===== src/sla_pkg.sv =====
`timescale 1ns / 1ps

package sla_pkg;

   localparam int TAG_W   = 16;
   localparam int SIZE_W  = 20;
   localparam int TIME_W  = 32;
   localparam int ORDER_W = 6;
   localparam int CAP_W   = 20;
   localparam int BYTES_W = 40;
   localparam int FREE_W  = 25;

   localparam logic [CAP_W-1:0] CAP_RESET = 20'd9999;
   localparam int FREE_MIN = -16777215;
   localparam int FREE_MAX = 1048575;

   typedef enum logic [1:0] {
      FN_ADMIT = 2'd0,
      FN_ADD   = 2'd1,
      FN_TOUCH = 2'd2
   } func_type;

   typedef enum logic [2:0] {
      ST_EVICTED   = 3'd0,
      ST_ADMITTED  = 3'd1,
      ST_TOO_BIG   = 3'd2,
      ST_NO_VICTIM = 3'd3,
      ST_ADDED     = 3'd4,
      ST_FULL      = 3'd5,
      ST_TOUCHED   = 3'd6,
      ST_ABSENT    = 3'd7
   } status_type;

   typedef enum logic [3:0] {
      S_IDLE,
      S_ADMIT,
      S_FIT,
      S_VSCAN,
      S_VDONE,
      S_DSCAN,
      S_INSERT,
      S_TSCAN,
      S_TDONE
   } state_type;

   typedef struct packed {
      logic [TAG_W-1:0]   tag;
      logic [SIZE_W-1:0]  size_mb;
      logic [TIME_W-1:0]  time_s;
      logic [ORDER_W-1:0] order;
   } entry_type;

endpackage


===== src/sla_entry_mem.sv =====
`timescale 1ns / 1ps

module sla_entry_mem
   import sla_pkg::*;
#(
   parameter int ENTRIES = 16,
   parameter int IW = 4
) (
   input  logic            clock,
   input  logic [IW-1:0]   rd_addr,
   output entry_type       rd_data,
   input  logic            wr_en,
   input  logic [IW-1:0]   wr_addr,
   input  entry_type       wr_data
);

   entry_type mem [ENTRIES];
   entry_type rd_data_ff;

   always_ff @(posedge clock) begin
      if (wr_en) begin
         mem[wr_addr] <= wr_data;
      end
      rd_data_ff <= mem[rd_addr];
   end

   assign rd_data = rd_data_ff;

endmodule


===== src/size_aware_lru_admission.sv =====
`timescale 1ns / 1ps

// Size-aware LRU admission table. Entries (tag, size in MB, time, insertion
// rank) sit in a synchronous memory; valid bits and the used-MB total are
// flops. A word is taken only when the block is idle. Admit checks the size
// against capacity, then evicts the oldest eligible entry (time <= now,
// ties to smaller size, then earlier insertion) until the object fits,
// emitting one result word per eviction, then inserts; with no victim left
// it stops. Each eviction costs two full memory sweeps (victim search,
// rank fixup). An output stall holds the block in the state that emits a
// result. Capacity is written through the APB port at any address with
// paddr[2] low. No clearing pass is needed after reset.

module size_aware_lru_admission
   import sla_pkg::*;
#(
   parameter int ENTRIES = 16
) (
   input  logic                     clock,
   input  logic                     reset,
   // request channel
   input  logic                     req_valid,
   output logic                     req_stall,
   input  logic [1:0]               req_func,
   input  logic [TAG_W-1:0]         req_tag,
   input  logic [BYTES_W-1:0]       req_size_bytes,
   input  logic [TIME_W-1:0]        req_timestamp,
   // result channel
   output logic                     rsp_valid,
   input  logic                     rsp_stall,
   output logic [2:0]               rsp_status,
   output logic [TAG_W-1:0]         rsp_result_tag,
   output logic [SIZE_W-1:0]        rsp_result_size_mb,
   output logic signed [FREE_W-1:0] rsp_free_mb,
   output logic                     rsp_last,
   // config port
   input  logic                     psel,
   input  logic                     penable,
   input  logic                     pwrite,
   input  logic [2:0]               paddr,
   input  logic [31:0]              pwdata,
   output logic [31:0]              prdata,
   output logic                     pready
);

   localparam int IW = (ENTRIES > 1) ? $clog2(ENTRIES) : 1;
   localparam int SW = $clog2(ENTRIES + 1);      // scan counter, counts to ENTRIES
   localparam int UW = SIZE_W + SW;              // used MB never overflows
   localparam int FW = UW + 1;                   // signed free space

   state_type            state_ff, state_in;
   func_type             func_ff;
   logic [TAG_W-1:0]     tag_ff;
   logic [SIZE_W-1:0]    sz_ff;
   logic [TIME_W-1:0]    t_ff;
   logic [CAP_W-1:0]     cap_ff;
   logic [UW-1:0]        used_ff, used_in;
   logic [ENTRIES-1:0]   valid_ff, valid_in;

   // sweep pipeline: issue address, data arrives in the next cycle
   logic [SW-1:0]        sc_ff, sc_in;
   logic                 pv_ff, pv_in;
   logic [IW-1:0]        pidx_ff, pidx_in;
   logic                 found_ff, found_in;
   logic [IW-1:0]        bidx_ff, bidx_in;
   entry_type            best_ff, best_in;

   logic                 rsp_valid_ff, rsp_valid_in;
   status_type           rsp_status_ff, e_status;
   logic [TAG_W-1:0]     rsp_tag_ff, e_tag;
   logic [SIZE_W-1:0]    rsp_size_ff, e_size;
   logic signed [FREE_W-1:0] rsp_free_ff;
   logic                 rsp_last_ff, e_last;
   logic                 emit;

   logic                 rd_scan, issue, scan_done, out_free, accept, cfg_wr;
   logic                 better, has_slot;
   logic [IW-1:0]        slot;
   logic [SW-1:0]        cnt;
   logic                 wr_en;
   logic [IW-1:0]        wr_addr;
   entry_type            wr_data, rd_data;
   logic signed [31:0]   free_cur, free_next;

   function automatic logic signed [31:0] free_of(input logic [CAP_W-1:0] cap,
                                                  input logic [UW-1:0] used);
      logic signed [FW-1:0] f;
      logic signed [31:0]   w;
      f = $signed({{(FW-CAP_W){1'b0}}, cap}) - $signed({1'b0, used});
      w = 32'(f);
      if (w < FREE_MIN) w = FREE_MIN;
      if (w > FREE_MAX) w = FREE_MAX;
      return w;
   endfunction

   sla_entry_mem #(.ENTRIES(ENTRIES), .IW(IW)) u_mem (
      .clock   (clock),
      .rd_addr (sc_ff[IW-1:0]),
      .rd_data (rd_data),
      .wr_en   (wr_en),
      .wr_addr (wr_addr),
      .wr_data (wr_data)
   );

   assign accept    = req_valid && (state_ff == S_IDLE);
   assign req_stall = (state_ff != S_IDLE);
   assign out_free  = !rsp_valid_ff || !rsp_stall;
   assign cfg_wr    = psel && penable && pwrite && !paddr[2];
   assign pready    = 1'b1;
   assign prdata    = paddr[2] ? 32'd0 : 32'(cap_ff);

   assign rd_scan   = (state_ff == S_VSCAN) || (state_ff == S_DSCAN) ||
                      (state_ff == S_TSCAN);
   assign issue     = rd_scan && (sc_ff != SW'(ENTRIES));
   assign scan_done = rd_scan && (sc_ff == SW'(ENTRIES)) && !pv_ff;

   assign free_cur  = free_of(cap_ff, used_ff);
   assign free_next = free_of(cap_ff, used_in);

   // victim ordering: earliest time, then smaller size, then earlier insert
   assign better = !found_ff ||
                   (rd_data.time_s < best_ff.time_s) ||
                   ((rd_data.time_s == best_ff.time_s) &&
                    ((rd_data.size_mb < best_ff.size_mb) ||
                     ((rd_data.size_mb == best_ff.size_mb) &&
                      (rd_data.order < best_ff.order))));

   // lowest free slot and occupancy
   always_comb begin
      slot     = '0;
      has_slot = 1'b0;
      for (int i = ENTRIES - 1; i >= 0; i--) begin
         if (!valid_ff[i]) begin
            slot     = IW'(i);
            has_slot = 1'b1;
         end
      end
      cnt = SW'($countones(valid_ff));
   end

   always_comb begin
      state_in = state_ff;
      sc_in    = issue ? sc_ff + SW'(1) : sc_ff;
      pv_in    = issue;
      pidx_in  = sc_ff[IW-1:0];
      found_in = found_ff;
      bidx_in  = bidx_ff;
      best_in  = best_ff;
      used_in  = used_ff;
      valid_in = valid_ff;
      wr_en    = 1'b0;
      wr_addr  = pidx_ff;
      wr_data  = rd_data;
      emit     = 1'b0;
      e_status = ST_EVICTED;
      e_tag    = tag_ff;
      e_size   = sz_ff;
      e_last   = 1'b1;

      case (state_ff)
         S_IDLE: begin
            if (accept) begin
               sc_in    = '0;
               pv_in    = 1'b0;
               found_in = 1'b0;
               case (req_func)
                  FN_ADMIT: state_in = S_ADMIT;
                  FN_ADD:   state_in = S_INSERT;
                  FN_TOUCH: state_in = S_TSCAN;
                  default:  state_in = S_IDLE;    // unknown code: dropped
               endcase
            end
         end
         S_ADMIT: begin
            if (sz_ff > cap_ff) begin
               if (out_free) begin
                  emit     = 1'b1;
                  e_status = ST_TOO_BIG;
                  state_in = S_IDLE;
               end
            end else begin
               state_in = S_FIT;
            end
         end
         S_FIT: begin
            if ($signed({12'd0, sz_ff}) > free_cur) begin
               state_in = S_VSCAN;
               sc_in    = '0;
               pv_in    = 1'b0;
               found_in = 1'b0;
            end else begin
               state_in = S_INSERT;
            end
         end
         S_VSCAN: begin
            if (pv_ff && valid_ff[pidx_ff] && (rd_data.time_s <= t_ff) && better) begin
               found_in = 1'b1;
               bidx_in  = pidx_ff;
               best_in  = rd_data;
            end
            if (scan_done) state_in = S_VDONE;
         end
         S_VDONE: begin
            if (out_free) begin
               emit = 1'b1;
               if (found_ff) begin
                  valid_in[bidx_ff] = 1'b0;
                  used_in  = used_ff - UW'(best_ff.size_mb);
                  e_status = ST_EVICTED;
                  e_tag    = best_ff.tag;
                  e_size   = best_ff.size_mb;
                  e_last   = 1'b0;
                  state_in = S_DSCAN;
                  sc_in    = '0;
                  pv_in    = 1'b0;
               end else begin
                  e_status = ST_NO_VICTIM;
                  state_in = S_IDLE;
               end
            end
         end
         S_DSCAN: begin
            // close the rank gap left by the victim
            if (pv_ff && valid_ff[pidx_ff] && (rd_data.order > best_ff.order)) begin
               wr_en         = 1'b1;
               wr_addr       = pidx_ff;
               wr_data       = rd_data;
               wr_data.order = rd_data.order - ORDER_W'(1);
            end
            if (scan_done) state_in = S_FIT;
         end
         S_INSERT: begin
            if (out_free) begin
               emit     = 1'b1;
               state_in = S_IDLE;
               if (has_slot) begin
                  wr_en           = 1'b1;
                  wr_addr         = slot;
                  wr_data.tag     = tag_ff;
                  wr_data.size_mb = sz_ff;
                  wr_data.time_s  = t_ff;
                  wr_data.order   = ORDER_W'(cnt);
                  valid_in[slot]  = 1'b1;
                  used_in         = used_ff + UW'(sz_ff);
                  e_status        = (func_ff == FN_ADMIT) ? ST_ADMITTED : ST_ADDED;
               end else begin
                  e_status = ST_FULL;
               end
            end
         end
         S_TSCAN: begin
            if (pv_ff && !found_ff && valid_ff[pidx_ff] && (rd_data.tag == tag_ff)) begin
               found_in = 1'b1;
               bidx_in  = pidx_ff;
               best_in  = rd_data;
            end
            if (scan_done) state_in = S_TDONE;
         end
         S_TDONE: begin
            if (out_free) begin
               emit     = 1'b1;
               state_in = S_IDLE;
               if (found_ff) begin
                  wr_en          = 1'b1;
                  wr_addr        = bidx_ff;
                  wr_data        = best_ff;
                  wr_data.time_s = t_ff;
                  e_status       = ST_TOUCHED;
                  e_size         = best_ff.size_mb;
               end else begin
                  e_status = ST_ABSENT;
                  e_size   = '0;
               end
            end
         end
         default: state_in = S_IDLE;
      endcase

      if (emit) rsp_valid_in = 1'b1;
      else if (rsp_valid_ff && !rsp_stall) rsp_valid_in = 1'b0;
      else rsp_valid_in = rsp_valid_ff;
   end

   always_ff @(posedge clock) begin
      if (reset) begin
         state_ff     <= S_IDLE;
         cap_ff       <= CAP_RESET;
         used_ff      <= '0;
         valid_ff     <= '0;
         sc_ff        <= '0;
         pv_ff        <= 1'b0;
         found_ff     <= 1'b0;
         rsp_valid_ff <= 1'b0;
      end else begin
         state_ff     <= state_in;
         used_ff      <= used_in;
         valid_ff     <= valid_in;
         sc_ff        <= sc_in;
         pv_ff        <= pv_in;
         found_ff     <= found_in;
         rsp_valid_ff <= rsp_valid_in;
         if (cfg_wr) cap_ff <= pwdata[CAP_W-1:0];
      end
   end

   always_ff @(posedge clock) begin
      pidx_ff <= pidx_in;
      bidx_ff <= bidx_in;
      best_ff <= best_in;
      if (accept) begin
         func_ff <= func_type'(req_func);
         tag_ff  <= req_tag;
         sz_ff   <= req_size_bytes[BYTES_W-1:BYTES_W-SIZE_W];
         t_ff    <= req_timestamp;
      end
      if (emit) begin
         rsp_status_ff <= e_status;
         rsp_tag_ff    <= e_tag;
         rsp_size_ff   <= e_size;
         rsp_free_ff   <= free_next[FREE_W-1:0];
         rsp_last_ff   <= e_last;
      end
   end

   assign rsp_valid          = rsp_valid_ff;
   assign rsp_status         = rsp_status_ff;
   assign rsp_result_tag     = rsp_tag_ff;
   assign rsp_result_size_mb = rsp_size_ff;
   assign rsp_free_mb        = rsp_free_ff;
   assign rsp_last           = rsp_last_ff;

endmodule


===== config.mk =====
export PLATFORM = sky130hd
export DESIGN_NAME = size_aware_lru_admission
export DESIGN_NICKNAME = d
export VERILOG_FILES = /design/src/sla_pkg.sv /design/src/sla_entry_mem.sv /design/src/size_aware_lru_admission.sv
export SDC_FILE = /design/constraint.sdc
export NUM_CORES = 2
export LEC_CHECK = 0
export BUFFER_PORTS_ARGS = -buffer_cell sky130_fd_sc_hd__buf_2
export CAP_MARGIN = 0
export CORE_UTILIZATION = 45
export CTS_BUF_LIST = sky130_fd_sc_hd__clkbuf_16
export DETAILED_ROUTE_END_ITERATION = 12
export PLACE_DENSITY_LB_ADDON = 0.25
export RECOVER_POWER = 25
export REMOVE_ABC_BUFFERS = 1
export SKIP_CTS_REPAIR_TIMING = 1
export SLEW_MARGIN = 40
export SYNTH_ARGS = -nofsm -noshare
export SYNTH_HDL_FRONTEND = slang
export SYNTH_SLANG_ARGS = --single-unit

===== constraint.sdc =====
create_clock -name clock -period 5.8 [get_ports clock]
set_input_delay 0.58 -clock clock [delete_from_list [all_inputs] [get_ports clock]]
set_output_delay 0.58 -clock clock [all_outputs]
set_load 0.02 [all_outputs]

# Yosys cells after proc, flatten, opt, wreduce, memory -nomap -nowiden
# Memories as Yosys holds them, arrays and structs flattened. A register that Yosys moved wholly into a read port is not among the register bits.
# Cells that the tools add are included.
[totals] ramBits=1184 in_bits=132 wordCells=263 reg_bits=290 memories=1
[memory_table] name="u_mem.mem" depth=16 width=74 read_ports=1 rd_clocked_by_memory_dff=1 write_ports=1 line_no="sla_entry_mem.sv:17" text="entry_type mem [ENTRIES];"
[classes] n_mux=128 n_reduce_logical=45 add_sub_neg=21 n_eq_ne=26 n_lt_le_gt_ge=16 bitwise=3
[op_table] operator="2-to-1 mux 74 bit" n=6
[op_table] operator="one-hot mux 74 bit (3 select lines)" n=1
[op_table] operator="one-hot mux 74 bit (2 select lines)" n=1
[op_table] operator="2-to-1 mux 4 bit" n=29
[op_table] operator="2-to-1 mux 16 bit" n=7
[op_table] operator="2-to-1 mux 20 bit" n=5
[op_table] operator="2-to-1 mux 25 bit" n=4
[op_table] operator="2-to-1 mux 32 bit" n=3
[op_table] operator="greater-than comparator 32 x 21 -> 1 bit (second input constant)" n=2
[op_table] operator="less-than comparator 26 x 25 -> 1 bit (second input constant)" n=2
[op_table] operator="subtractor 20 x 25 -> 26 bit" n=2
[op_table] operator="one-hot mux 25 bit (2 select lines)" n=1
[op_table] operator="2-to-1 mux 1 bit" n=40
[op_table] operator="one-hot mux 20 bit (2 select lines)" n=1
[op_table] operator="== test 32 bit" n=1
[op_table] operator="greater-than comparator 21 x 32 -> 1 bit" n=1
[op_table] operator="<= comparator 32 bit" n=1
[op_table] operator="less-than comparator 32 bit" n=1
[op_table] operator="one-hot mux 16 bit (2 select lines)" n=1
[op_table] operator="one-hot mux 4 bit (8 select lines)" n=1
[op_table] operator="adder 25 x 20 -> 25 bit" n=1
[op_table] operator="2-to-1 mux 5 bit" n=5
[op_table] operator="subtractor 25 x 20 -> 25 bit" n=1
[op_table] operator="== test 20 bit" n=1
[op_table] operator="50 further kinds" n=121

# Depth between registers and ports, before layout
[depth] depth_word=24 ltp_mapped=30 mapped_depth_nobuf=29

# Cells and area by module
# A second synthesis with hierarchy kept.
[unflattened] cells_unflattened=4047 hier_area_um2=66162.2
[modules_own_cells] module="sla_entry_mem" area_per_inst_um2=45753.9 cells_each=1901 instances=1 seq_area_each_um2=37035.5
[modules_own_cells] module="size_aware_lru_admission" area_per_inst_um2=20408.3 cells_each=2146 instances=1 seq_area_each_um2=7937.6

# Worst setup path after synthesis
# Ideal clock, no wire load.
[synth_path] path_type="register -> register" start="register used_ff[5]" end="register found_ff" t_arrival_ns=6.094 setup_slack_ns=-0.416 t_required_ns=5.678 synth_period_minus_slack_ns=6.216 path_buffers=1 path_stages_with_launch=30 path_cell_list="dfxtp_1 -> inv_1 -> ha_1 -> o21a_1 -> o21ai_1 -> a21oi_1 -> o21ba_2 -> or2_1 -> xor2_1 -> nor4_1 -> nand4_1 -> or4b_1 -> o31ai_1 -> ha_1 -> o21ai_0 -> a211oi_1 -> a21o_1 -> clkbuf_1 -> nor2_1 -> ha_1 -> a21o_1 -> a21o_1 -> a21oi_1 -> nor2_1 -> a2111oi_0 -> o211ai_1 -> a31o_2 -> nand3_1 -> mux2_2 -> o311a_1"
[synth_between] elab_chain_len=8
[synth_lines] element="from (decl)" line_no="size_aware_lru_admission.sv:57" text="logic [UW-1:0] used_ff, used_in;"
[synth_lines] element="from (signal assigned)" line_no="size_aware_lru_admission.sv:296" text="used_ff <= used_in;"
[synth_lines] element="subtractor 20 x 25 -> 26 bit *" line_no="size_aware_lru_admission.sv:89" text="f = $signed({{(FW-CAP_W){1'b0}}, cap}) - $signed({1'b0, used});"
[synth_lines] element="less-than comparator 26 x 25 -> 1 bit" line_no="size_aware_lru_admission.sv:91" text="if (w < FREE_MIN) w = FREE_MIN;"
[synth_lines] element="2-to-1 mux 32 bit *" line_no="size_aware_lru_admission.sv:91"
[synth_lines] element="greater-than comparator 32 x 21 -> 1 bit" line_no="size_aware_lru_admission.sv:92" text="if (w > FREE_MAX) w = FREE_MAX;"
[synth_lines] element="2-to-1 mux 32 bit *" line_no="size_aware_lru_admission.sv:92"
[synth_lines] element="greater-than comparator 21 x 32 -> 1 bit *" line_no="size_aware_lru_admission.sv:186" text="if ($signed({12'd0, sz_ff}) > free_cur) begin"
[synth_lines] element="!= test 2 bit (no source line) *"
[synth_lines] element="AND reduction 5 bit (no source line) *"
[synth_lines] element="to (signal assigned)" line_no="size_aware_lru_admission.sv:300" text="found_ff <= found_in;"
[synth_lines] element="to (decl)" line_no="size_aware_lru_admission.sv:64" text="logic found_ff, found_in;"
# Every way passes the cells marked *; elsewhere a longest branch is shown, timed or not.
# A chain may end at the register's enable or synchronous reset.

# Final worst setup path
[layout_path] start="register used_ff[4]" end="register found_ff"
# Same word-level chain as after synthesis.

==> impl_metrics.toml <==
[sta]
post-route-period-util_pct = 103
setup_slack_ps = -155
setup_viol_count_final = 29
holdWs_ps = 40.1
maxSlewHeadroom_pct = -115
maxSlewViolCount = 435
rsz0062_at_grt = "yes"
worstMarginPinSlew_ps = 3230
hold_viol_final = 0
fmax_mhz = 168
fin_crit_ps = 5960
setup-tns-final_ps = -2340
clock-skew-final_ps = 40.7

[placement]
postPlaceCellArea_sq_um = 72700
dp_slack_ps = -575
dp_cells = 6266
hpwl_mm = 103
gp_congestion = 0.883
io_buffer_count = 184

[finish]
mostFrequentLayoutCell = "edfxtp_1"
regArea_sq_um = 45000
layout.nets = 4970
layout.cells.non_filler = 6657
multi_input_area_sq_um = 20500
area_delta_synth_final_pct = 19.0
final_cell_mix = "edfxtp_1 (1,397), mux4_2 (375), buf_4 (350)"
utilization_pct = 54.1
final_area_sq_um = 79000
layout-drive-gt1-share_pct = 25.8
fillers = 11700

[detailed_routing]
initialDrtViolationCount = 3411
drc_errors = 0
viasPerCell = 5.72
drt_pass1_iterations = 9
vias = 38100
drt_wl_total_mm = 169
ant_nets = 0
wl_per_cell_microns = 25.3

[run_status]
status = "finished, violations left"
violations = "max-capacitance violations, max-slew violations, negative setup slack"

[logic_synthesis]
synth-main-ff-cell = "edfxtp_1"
syn-cell-area_sq_um = 66400
synth_top_area_share_pct = 63.2
ys_ff_latch = 1548
seq_area_frac_synth_pct = 67.7
synth_area_leader_cell = "edfxtp_1"
async_flop_share_pct = 0
synth_area_leaders = "edfxtp_1 (63%), mux4_2 (13%), dfxtp_1 (4.6%)"
ys_types = 94
synth.avg_cell_area_sq_um = 16.9
synth_enable_flop_cells = 1397
synth_warnings = 0
postSynthCellCount = 3932

[setup_path]
crit_fanout = 5
slowest_delay_ps = 550
required_ps = 6460
cp.arrival_ps = 6610
regToRegStartpoint = "used_ff[4]"
slowest_stage = "or4b_4"
critical_path.top_delay_family = "compound AO/OA/AOI/OAI gates"
worstSetupPathType = "reg -> reg"
start_kind = "flip-flop"
cp_num_buf_inv = 4
cp.depth = 30
r2r_setup_slack_ps = -160
r2r_cells = 30
end_kind = "flip-flop"
startpoint = "used_ff[4]"

[floorplan]
pin_count = 232
start_util_pct = 45.5
rows = 140
core_area_sq_um = 146000
fp.dieArea_sq_um = 149000
die_h_microns = 386
fp.dieW_microns = 386

[power]
p_leak_nw = 27.5
p_per_area_nw_per_um2 = 381
p_total_mw = 30.1
peakVddDrop_mv = 0.294

[global_route]
antenna_found_initial = 8
track_usage_pct = 22.7
grt_max_degree = 112
grt_pass1_vias = 38200
grt_pass1_wl_mm = 248
overflow = 0

[clock_tree]
clock-sinks = 1548
numCtsBuffers = 161
clk_latency_ps = 800
cts.path.max_buffers = 3
cts_tree = "done"
cts.root.buffer_cell = "clkbuf_16"
cts-htree-levels = 4
path_clk_slew_ps = 60

[hold_path]
worst_hold_path_type = "in -> reg"
hold_path.startpoint = "pwdata[13]"
min_path_cells = 3

[job]
maxCapViolCount = 10
cell usage after synthesis (12+ instances only):
cell type  number
nand2b_1       27
a21oi_1       154
buf_1          25
a31oi_1        18
buf_4          14
and2_1         13
a222oi_1       48
clkbuf_1      124
ha_1          223
nor3_1         33
o21ai_0       110
nand3_1        28
fa_1           14
a221oi_1       13
edfxtp_1     1397
nand4_1        44
o211ai_2       12
nand2_1       261
nor2_1        167
a22o_1         21
a21o_1         77
a211oi_1       13
o211ai_1       21
xor2_1         52
o21a_1         21
xnor2_1        47
nor2b_1        26
mux4_2        375
dfxtp_1       151
inv_1         209
layout make-up:
cell class | instances | share of cell area [%]
antenna | 1 | 0.00317
clock buffer | 163 | 5.16
clock inverter | 138 | 1.63
inverter | 210 | 0.997
multi-input combinational | 2017 | 26.0
sequential | 1548 | 56.9
tap | 1917 | 3.03
timing repair buffer | 663 | 6.26
worst paths after layout:
check,endpoint
worst max-delay path,found_ff
worst min-delay path,cap_ff[13]
worst max register to register,found_ff
worst min register to register,best_ff[38]
sequential cells by signal (all words and copies together) (netlist names), 20 cells and up:
signal              count
best_ff                74
rsp_free_mb            25
u_mem.mem            1184
u_mem.rd_data          74
sz_ff                  20
used_ff                25
t_ff                   32
cap_ff                 20
rsp_result_size_mb     20
worst register-to-register path, delay by kind of cell, from the launching register on:
| family | cells | cell delay, ps |
|---|---|---|
| DFF | 1 | 330 |
| and+or+nand+nor | 8 | 1620 |
| muxes | 1 | 290 |
| AOI/OAI and AO/OA | 13 | 2400 |
| xor gates and xnor gates | 1 | 170 |
| buffers and inverters | 4 | 410 |
| adders and majority gates | 3 | 680 |
layer usage:
layer	global-route usage, %	routed length [microns]	vias up
li1	-	-	17000
met1	31.4	72400	19600
met2	37.8	82500	1210
met3	3.01	8740	278
met4	6.40	5020	2
met5	0	14	-
cell families after synthesis:
logic type	count (synthesis)	synth area share (%)
flops	1548	67.7
simple gates	677	4.87
compound gates	608	6.39
mux	382	12.8
buf+inv	378	2.24
fa+ha+maj	237	4.62
xor+xnor	100	1.33
other cells	2	0.0113
power breakdown:
part	leakage (nW)	total, mW	internal [mW]	switching (mW)
logic	10.9	5.92	2.46	3.46
clock network	2.77	10.4	6.03	4.36
registers	13.9	13.8	13.4	0.379
No activity file was read; power rests on OpenSTA's default activity.
